==> src/hw/rtl/palette_nearest_color_unit_defines.svh <==
// assertion macros for the palette nearest colour unit
`ifndef PALETTE_NEAREST_COLOR_UNIT_DEFINES_SVH
`define PALETTE_NEAREST_COLOR_UNIT_DEFINES_SVH

`ifndef SYNTHESIS
`define PNC_ASSERT(label, prop) \
    label: assert property (@(posedge i_clk) disable iff (!i_rst_n) prop) \
        else $error("palette nearest colour unit check failed");
`define PNC_ASSERT_NEXT(label, ante, cons) \
    label: assert property (@(posedge i_clk) disable iff (!i_rst_n) ante |=> cons) \
        else $error("palette nearest colour unit sequencing check failed");
`else
`define PNC_ASSERT(label, prop)
`define PNC_ASSERT_NEXT(label, ante, cons)
`endif

`endif

==> src/hw/rtl/pnc_pkg.sv <==
package pnc_pkg;

    localparam int MAX_ENTRIES_DEF = 256;
    localparam int MODE_W          = 2;
    localparam int IDX_W           = 8;
    localparam int COLOR_W         = 24;
    localparam int SIZE_W          = 9;
    localparam int DIST_W          = 10;
    localparam int SIZE_RESET      = 256;

    localparam logic [DIST_W-1:0] DIST_INIT = '1;

    typedef enum logic [MODE_W-1:0] {
        MODE_WRITE = 2'd0,
        MODE_READ  = 2'd1,
        MODE_FIND  = 2'd2
    } t_mode;

    typedef enum logic [1:0] {
        S_IDLE,
        S_SCAN,
        S_RD_OUT,
        S_FIND_OUT
    } t_state;

    typedef struct packed {
        logic accept;
        logic mem_wr;
        logic mem_rd;
        logic start;
        logic scan;
        logic load_out;
        logic out_find;
    } t_dp_cmd;

    typedef struct packed {
        logic in_range;
        logic scan_done;
        logic out_free;
    } t_dp_sts;

    function automatic logic [DIST_W-1:0] color_dist(input logic [COLOR_W-1:0] a,
                                                    input logic [COLOR_W-1:0] b);
        logic [7:0]        x;
        logic [7:0]        y;
        logic [DIST_W-1:0] d;
        d = '0;
        for (int ch = 0; ch < 3; ch++) begin
            x = a[ch*8 +: 8];
            y = b[ch*8 +: 8];
            d = d + DIST_W'((x > y) ? (x - y) : (y - x));
        end
        return d;
    endfunction

endpackage

==> src/hw/rtl/pnc_ctrl.sv <==
module pnc_ctrl (
    input  logic                        i_clk,
    input  logic                        i_rst_n,
    input  logic                        i_in_valid,
    input  logic [pnc_pkg::MODE_W-1:0]  i_mode,
    input  pnc_pkg::t_dp_sts            i_sts,
    output logic                        o_in_ready,
    output pnc_pkg::t_dp_cmd            o_cmd
);
    import pnc_pkg::*;

    t_state r_state;
    t_state n_state;

    always_ff @(posedge i_clk) begin
        if (!i_rst_n) begin
            r_state <= S_IDLE;
        end else begin
            r_state <= n_state;
        end
    end

    always_comb begin
        n_state    = r_state;
        o_in_ready = 1'b0;
        o_cmd      = '0;
        case (r_state)
            S_IDLE: begin
                o_in_ready = 1'b1;
                if (i_in_valid) begin
                    o_cmd.accept = 1'b1;
                    case (t_mode'(i_mode))
                        MODE_WRITE: begin
                            o_cmd.mem_wr = i_sts.in_range;
                        end
                        MODE_READ: begin
                            o_cmd.mem_rd = 1'b1;
                            n_state      = S_RD_OUT;
                        end
                        MODE_FIND: begin
                            o_cmd.start = 1'b1;
                            n_state     = S_SCAN;
                        end
                        default: begin
                            n_state = S_IDLE;
                        end
                    endcase
                end
            end
            S_SCAN: begin
                if (i_sts.scan_done) begin
                    n_state = S_FIND_OUT;
                end else begin
                    o_cmd.scan = 1'b1;
                end
            end
            S_RD_OUT: begin
                if (i_sts.out_free) begin
                    o_cmd.load_out = 1'b1;
                    n_state        = S_IDLE;
                end
            end
            S_FIND_OUT: begin
                if (i_sts.out_free) begin
                    o_cmd.load_out = 1'b1;
                    o_cmd.out_find = 1'b1;
                    n_state        = S_IDLE;
                end
            end
            default: begin
                n_state = S_IDLE;
            end
        endcase
    end

endmodule

==> config.mk <==
export PLATFORM = sky130hd
export DESIGN_NAME = pnc_ctrl
export DESIGN_NICKNAME = d
export VERILOG_FILES = /design/src/hw/rtl/palette_nearest_color_unit_defines.svh /design/src/hw/rtl/pnc_pkg.sv /design/src/hw/rtl/pnc_ctrl.sv
export SDC_FILE = /design/constraint.sdc
export NUM_CORES = 1
export LEC_CHECK = 0
export BUFFER_PORTS_ARGS = -buffer_cell sky130_fd_sc_hd__buf_2
export CAP_MARGIN = 20
export CORE_AREA = 5 5 42 44
export DETAILED_ROUTE_END_ITERATION = 16
export DIE_AREA = 0 0 47 49
export PLACE_DENSITY = 0.4
export SLEW_MARGIN = 20
export SYNTH_ARGS = -nofsm -noshare
export SYNTH_HDL_FRONTEND = slang
export SYNTH_SLANG_ARGS = --single-unit
export TNS_END_PERCENT = 20
==> constraint.sdc <==
create_clock -name i_clk -period 3.3 [get_ports i_clk]
set_input_delay 0.66 -clock i_clk [delete_from_list [all_inputs] [get_ports i_clk]]
set_output_delay 0.66 -clock i_clk [all_outputs]
set_load 0.05 [all_outputs]
==> results.py, run 1 <==
metrics = {
    "clocking": {
        "clock-sinks": 2,
        "path_clk_slew_ns": 0.03,
        "clockBufferDepth": 2,
        "cts_inserted_buffers": 3,
        "cts_resized": 0,
        "clock_latency_ns": 0.23,
        "cts_tree": "yes",
        "htree_levels": 1,
        "post-cts-setup-buffers": 0,
        "cts.hold.buffers_added": 0,
        "cts-root-buf": "clkbuf_4",
    },
    "worst_setup_path": {
        "reg2reg_from": "r_state[1]",
        "endpoint_kind": "output port",
        "ff2ff_path_depth": 2,
        "startpoint_type": "input pin",
        "required_ns": 2.64,
        "rrSetupSlack_ns": 2.27,
        "arrival_ns": 1.69,
        "r2r-end": "r_state[1]",
        "criticalPathCategory": "input pin to output port",
        "cp_max_fo": 5,
    },
    "final_layout": {
        "largest_reg_flops": 2,
        "reg_top3": "r_state (2)",
        "drive_gt1_frac": 0.639,
        "area_growth_pct": 68.1,
        "design_area_um2": 290,
        "largest-register": "r_state",
        "antenna_cells": 0,
        "fin_nets": 46,
    },
    "sta": {
        "finalHoldViolations": 0,
        "fin_ws_ns": 0.954,
        "worst_pin_slew_ns": 0.242,
        "finalSetupViolCount": 0,
        "fmax_mhz": 426,
        "period_needed_ns": 2.35,
        "rsz0062_at_grt": "no",
        "slew_viol_final": 0,
        "clock_skew_ns": 0.00704,
        "tns_ns": 0,
        "holdWs_ns": 0.654,
        "relSlewSlack": 0.839,
        "fin_crit_sh": 0.711,
    },
    "synth": {
        "yosysMostFrequentCell": "nor3b_1",
        "yosysTopAreaCellShare": 0.232,
        "ys_seq_area_frac": 0.232,
        "synth.cell_area_um2": 173,
        "yosysWarnings": 0,
        "synth_edf_count": 0,
        "ys_top_cells_by_area": "dfxtp_1, nor4b_4, nor3b_1",
        "syn_inst": 18,
        "ys.flop_type": "dfxtp_1",
        "yosysTopAreaCell": "dfxtp_1",
        "synth_commonest_cells": "nor3b_1, dfxtp_1, inv_1",
        "avgSynthCellArea_um2": 9.59,
        "synth-seq-cells": 2,
        "synth_nets": 26,
        "synth_cell_types": 14,
        "async_flop_share": 0,
    },
    "route": {
        "drc": 0,
        "drtPass1Iterations": 1,
        "post_drt_wl_per_cell_um": 10.9,
        "wirelength_um": 567,
        "vias": 203,
        "via_per_inst": 3.90,
        "antenna_left": 0,
        "drt_iter0_drc": 0,
    },
    "worst_hold_path": {
        "hp-start": "r_state[0]",
        "hold_end": "r_state[1]",
        "hold_class": "register to register",
        "hold_depth": 2,
    },
    "pwr": {
        "ir_drop_mv": 0.171,
        "p_leak_nw": 0.147,
        "power_density_mw_per_mm2": 448,
    },
    "flow_run": {
        "maxCapViolations": 0,
    },
    "global_routing": {
        "grt_first_pass_wirelength_um": 945,
        "grt_pass1_vias": 223,
        "grt_max_degree": 9,
        "gr-usage-all-layers": 0.0625,
        "antenna_found_initial": 0,
        "overflow": 0,
    },
    "floorplan": {
        "core_mm2": 0.00140,
        "die_area_mm2": 0.00230,
        "die_y_um": 49,
        "initial_core_util": 0.123,
        "row_count": 14,
        "die_w_um": 47,
        "pin_count": 16,
    },
    "placement": {
        "place_congestion": 0.665,
        "port-buffer-count": 15,
        "dp_slack_ns": 0.941,
        "placed_cell_area_um2": 268,
    },
    "outcome": {
        "outcome": "completed",
    },
}
cell usage in the layout (no fill, tap or decap), types with 2 or more instances in the layout:
| cell | n |
|---|---|
| buf_2 | 15 |
| clkbuf_4 | 3 |
| dfxtp_1 | 2 |
| inv_1 | 2 |
| nor3b_1 | 3 |
where the power goes:
group	total (mW)	switching, mW	internal (mW)
Sequential	0.0292	0.00303	0.0262
Clock	0.0565	0.0162	0.0403
Combinational	0.0443	0.0300	0.0143
Total	0.130	0.0492	0.0808
through the flow:
step	total power, mW	util	std cells
2_1_floorplan	0.0602	-	18
3_3_place_gp	0.0742	0.191	49
3_5_place_dp	0.0738	0.191	49
4_1_cts	0.134	0.207	52
5_1_grt	0.145	0.207	52
6_report	0.130	0.207	52
cell type report:
class / count / area, µm²
well taps: 16 / 20.0
fillers: 161 / 1110
clock buffers: 3 / 22.5
inverters: 2 / 7.51
flip-flops and latches: 2 / 40.0
repair buffers: 15 / 75.1
multi-input cells: 14 / 125
worst max-delay path, cell delays in order:
cell and delay, ns:
buf_2 0.08, or3b_4 0.41, nor4b_4 0.24, buf_2 0.29
routing by layer:
layer	up-vias	routed length, µm	global-route usage
met5	-	0	0
met4	0	0	0.0276
met3	0	106	0.0664
met2	17	171	0.0588
met1	82	288	0.0852
li1	104	-	-
cells by family after synthesis:
kind of cell | count (synthesis) | share of synthesized area
and+or+nand+nor | 10 | 0.558
DFF | 2 | 0.232
AOI/OAI and AO/OA | 4 | 0.167
buffers and inverters | 2 | 0.0435
how the worst max path moves through the flow:
| stage | from | to | slack, ns | cells after the start |
|---|---|---|---|---|
| floorplan | i_in_valid | o_cmd[4] | 0.39 | 2 |
| global placement | i_in_valid | o_cmd[5] | 0.95 | 4 |
| detailed placement | i_in_valid | o_cmd[5] | 0.94 | 4 |
| CTS | i_in_valid | o_cmd[5] | 0.94 | 4 |
| global route | i_in_valid | o_cmd[5] | 0.88 | 4 |
| finish | i_in_valid | o_cmd[5] | 0.95 | 4 |
No activity file was read; power rests on OpenSTA's default activity.
==> run 2, diff against run 1 <==
Settings changed: PLACE_DENSITY 0.4 to 0.41.
Clock period 3.3 ns to 2.05 ns, I/O delays scaled along.
==> results.py, run 2 (synthesized netlist as in run 1, its figures left out) <==
metrics = {
    "final_layout": {
        "mostFrequentLayoutCells": "buf_2, clkbuf_4, nor3b_1, inv_1, dfxtp_1",
        "largest-register": "r_state",
        "antenna_cells": 0,
        "largest_reg_flops": 2,
        "reg_top3": "r_state (2)",
        "drive_gt1_frac": 0.667,
        "area_growth_pct": 72.5,
        "design_area_um2": 298,
        "final_common_cell": "buf_2",
        "fin_nets": 46,
    },
    "route": {
        "vias": 214,
        "post_drt_wl_per_cell_um": 10.5,
        "drt_iter0_drc": 3,
        "antenna_left": 0,
        "drc": 0,
        "wirelength_um": 547,
        "drtPass1Iterations": 2,
        "via_per_inst": 4.12,
    },
    "worst_setup_path": {
        "criticalPathCategory": "register to output port",
        "cp_max_fo": 8,
        "required_ns": 1.64,
        "arrival_ns": 1.53,
        "endpoint_kind": "output port",
        "startpoint_type": "register",
    },
    "sta": {
        "relSlewSlack": 0.833,
        "fin_crit_sh": 0.949,
        "finalSetupViolCount": 0,
        "finalHoldViolations": 0,
        "holdWs_ns": 0.436,
        "rsz0062_at_grt": "no",
        "worst_pin_slew_ns": 0.252,
        "slew_viol_final": 0,
        "clock_skew_ns": 0.00133,
        "period_needed_ns": 1.94,
        "fmax_mhz": 514,
    },
    "placement": {
        "port-buffer-count": 15,
        "place_congestion": 0.680,
        "placed_cell_area_um2": 273,
        "dp_hpwl_um": 426,
    },
    "pwr": {
        "p_switching_uw": 74.9,
        "clkPwrFrac": 0.417,
        "ir_drop_mv": 0.243,
        "p_seq_frac": 0.229,
        "swShare": 0.365,
        "p_comb_frac": 0.354,
        "p_leak_nw": 0.149,
        "total_power_uw": 205,
        "power_density_mw_per_mm2": 689,
        "p_int_uw": 130,
    },
    "outcome": {
        "outcome": "completed",
    },
    "clocking": {
        "htree_levels": 1,
        "cts-root-buf": "clkbuf_4",
        "path_clk_slew_ns": 0.03,
        "post-cts-setup-buffers": 0,
        "cts_inserted_buffers": 3,
        "cts_tree": "yes",
        "clock-sinks": 2,
        "clockBufferDepth": 2,
        "clock_latency_ns": 0.22,
    },
    "floorplan": {
        "row_count": 14,
        "die_area_mm2": 0.00230,
        "pin_count": 16,
        "core_mm2": 0.00140,
        "initial_core_util": 0.123,
        "die_y_um": 49,
        "die_w_um": 47,
    },
    "global_routing": {
        "overflow": 0,
        "grt_max_degree": 9,
        "grt_pass1_vias": 231,
        "antenna_found_initial": 0,
        "grt_first_pass_wirelength_um": 903,
        "gr-usage-all-layers": 0.0563,
    },
    "flow_run": {
        "maxCapViolations": 0,
    },
    "worst_hold_path": {
        "hold_class": "input pin to register",
    },
}
run 2: metal layers:
metal	GRT usage	vias up	wire, µm
met5	0	-	0
met4	0.0553	0	0
met3	0.0221	0	72
met2	0.0566	15	182
met1	0.0810	92	293
li1	-	107	-
run 2: what timing repair did:
action	in CTS	in global routing
hold buffers	0	0
resized for setup	0	2
setup endpoints to repair	0	1
run 2: per-stage QoR:
| stage | util | worst slack (ns) | std cells | setup TNS (ns) |
|---|---|---|---|---|
| 2_1_floorplan | - | -0.347 | 18 | -0.347 |
| 3_3_place_gp | 0.195 | 0.194 | 49 | 0 |
| 3_5_place_dp | 0.195 | 0.188 | 49 | 0 |
| 4_1_cts | 0.211 | 0.0397 | 52 | 0 |
| 5_1_grt | 0.213 | 0.0142 | 52 | 0 |
| 6_report | 0.213 | 0.105 | 52 | 0 |
run 2: area by class of cell:
cell class	count	area, µm²
inverters	2	7.51
fillers	163	1100
multi-input cells	14	130
well taps	16	20.0
flip-flops and latches	2	40.0
clock buffers	3	22.5
repair buffers	15	77.6
run 2: path summary, 6_finish.rpt:
check	from	to	slack (ns)	cells after the start
hold / removal	i_rst_n	r_state[0]	0.44	2
hold reg to reg	r_state[0]	r_state[1]	0.65	2
setup / recovery	r_state[1]	o_cmd[3]	0.11	3
setup reg to reg	r_state[1]	r_state[1]	1.00	2
run 2: power groups by stage:
stage | Clock [mW] | Combinational [mW] | Sequential [mW]
after floorplan | 0 | 0.0518 | 0.0458
after global placement | 0 | 0.0728 | 0.0476
after detailed placement | 0 | 0.0725 | 0.0472
after CTS | 0.0921 | 0.0727 | 0.0469
after global routing | 0.0989 | 0.0768 | 0.0473
final | 0.0857 | 0.0727 | 0.0469
run 2: worst max-delay path, stage by stage, from the launching register on:
cell     delay [ns]
dfxtp_1        0.36
or3b_4         0.47
nor3b_1        0.19
buf_2          0.29
==> run 3, diff against run 2 <==
Settings changed: RECOVER_POWER set to 100.
==> results.py, run 3 (synthesized netlist as in run 1, its figures left out) <==
metrics = {
    "floorplan": {
        "die_w_um": 47,
        "initial_core_util": 0.123,
        "row_count": 14,
        "pin_count": 16,
        "die_area_mm2": 0.00230,
        "core_mm2": 0.00140,
        "die_y_um": 49,
    },
    "clocking": {
        "cts.hold.buffers_added": 0,
        "path_clk_slew_ns": 0.03,
        "clock-sinks": 2,
        "cts-root-buf": "clkbuf_4",
        "cts_inserted_buffers": 3,
        "clockBufferDepth": 2,
        "cts_tree": "yes",
        "clock_latency_ns": 0.22,
        "htree_levels": 1,
        "post-cts-setup-buffers": 0,
    },
    "pwr": {
        "ir_drop_mv": 0.243,
        "p_leak_nw": 0.133,
        "total_power_uw": 204,
        "power_density_mw_per_mm2": 697,
    },
    "placement": {
        "place_congestion": 0.680,
        "dp_hpwl_um": 426,
        "port-buffer-count": 15,
        "dp_cells": 49,
        "dp_slack_ns": 0.188,
    },
    "route": {
        "antenna_left": 0,
        "wirelength_um": 541,
        "drt_iter0_drc": 6,
        "drtPass1Iterations": 2,
        "drc": 0,
        "vias": 214,
        "post_drt_wl_per_cell_um": 10.4,
        "via_per_inst": 4.12,
    },
    "sta": {
        "clock_skew_ns": 0.00141,
        "tns_ns": 0,
        "relSlewSlack": 0.604,
        "worst_pin_slew_ns": 0.597,
        "holdWs_ns": 0.436,
        "finalHoldViolations": 0,
        "finalSetupViolCount": 0,
        "slew_viol_final": 0,
        "rsz0062_at_grt": "no",
        "fmax_mhz": 514,
        "fin_ws_ns": 0.106,
        "period_needed_ns": 1.94,
        "fin_crit_sh": 0.948,
    },
    "final_layout": {
        "reg_top3": "r_state (2)",
        "area_growth_pct": 69.6,
        "regArea_um2": 40.0,
        "largest_reg_flops": 2,
        "fin_nets": 46,
        "n_fill_cell": 166,
        "final_common_cell": "buf_2",
        "largest-register": "r_state",
        "mostFrequentLayoutCells": "buf_2, clkbuf_1, clkbuf_4",
        "fin_cells": 52,
        "multi_input_area_um2": 130,
        "antenna_cells": 0,
        "drive_gt1_frac": 0.556,
    },
    "worst_setup_path": {
        "criticalPathCategory": "register to output port",
        "crit_path_max_incr_delay_ns": 0.46,
        "arrival_ns": 1.53,
        "slowest_stage": "or3b_4",
        "path_cells": "or3b_4 -> nor3b_1 -> buf_2",
        "required_ns": 1.64,
        "cp_max_fo": 8,
        "startpoint_type": "register",
        "endpoint_kind": "output port",
        "ff2ff_path_depth": 2,
    },
    "flow_run": {
        "maxCapViolations": 0,
    },
    "global_routing": {
        "grt_max_degree": 9,
        "antenna_found_initial": 0,
        "gr-usage-all-layers": 0.0563,
        "grt_pass1_vias": 231,
        "overflow": 0,
        "grt_first_pass_wirelength_um": 903,
    },
    "worst_hold_path": {
        "hold_class": "input pin to register",
        "hold_depth": 2,
    },
    "outcome": {
        "outcome": "completed",
    },
}
run 3: cell types whose count changed in the layout (fill, tap and decap cells not counted):
cell,previous run,this run
buf_2,14,8
clkbuf_1,0,4
clkbuf_2,0,2
run 3: per-layer routing:
layer  wire [µm]  vias to the layer above  global-route usage
li1            -                      107                   -
met1         282                       92              0.0810
met2         183                       15              0.0566
met3          75                        0              0.0221
met4           0                        0              0.0553
met5           0                        -                   0
run 3: critical path: cells and delay by family (launching register included):
kind | cells | cell delay (ns)
buffers and inverters | 1 | 0.29
DFF | 1 | 0.36
and+or+nand+nor | 2 | 0.65
run 3: timing repair:
| item | in CTS | in global routing |
|---|---|---|
| endpoints found under the hold margin | 0 | 0 |
| setup endpoints to repair | 0 | 1 |
| gates resized for setup | 0 | 2 |
run 3: layout make-up:
type	count	area share
Sequential cell	2	0.137
Multi-Input combinational cell	14	0.444
Inverter	2	0.0256
Timing Repair Buffer	15	0.248
Clock buffer	3	0.0769
Tap cell	16	0.0684
run 3: power by group:
group | internal, mW | leakage (nW) | switching [mW]
Combinational | 0.0224 | 0.103 | 0.0491
Sequential | 0.0422 | 0.0164 | 0.00473
Clock | 0.0645 | 0.0138 | 0.0212
Total | 0.129 | 0.133 | 0.0750
run 3: path summary, 6_finish.rpt:
| check | startpoint | end | slack (ns) |
|---|---|---|---|
| worst min-delay path | i_rst_n | r_state[0] | 0.44 |
| worst max-delay path | r_state[1] | o_cmd[3] | 0.11 |
| worst max register to register | r_state[1] | r_state[1] | 1.00 |
| worst min register to register | r_state[0] | r_state[1] | 0.65 |
run 3: metrics by stage:
stage | utilization | area, µm²
6_report | 0.209 | 293
5_1_grt | 0.209 | 293
4_1_cts | 0.211 | 295
3_5_place_dp | 0.195 | 273
3_3_place_gp | 0.195 | 273
2_1_floorplan | - | 178
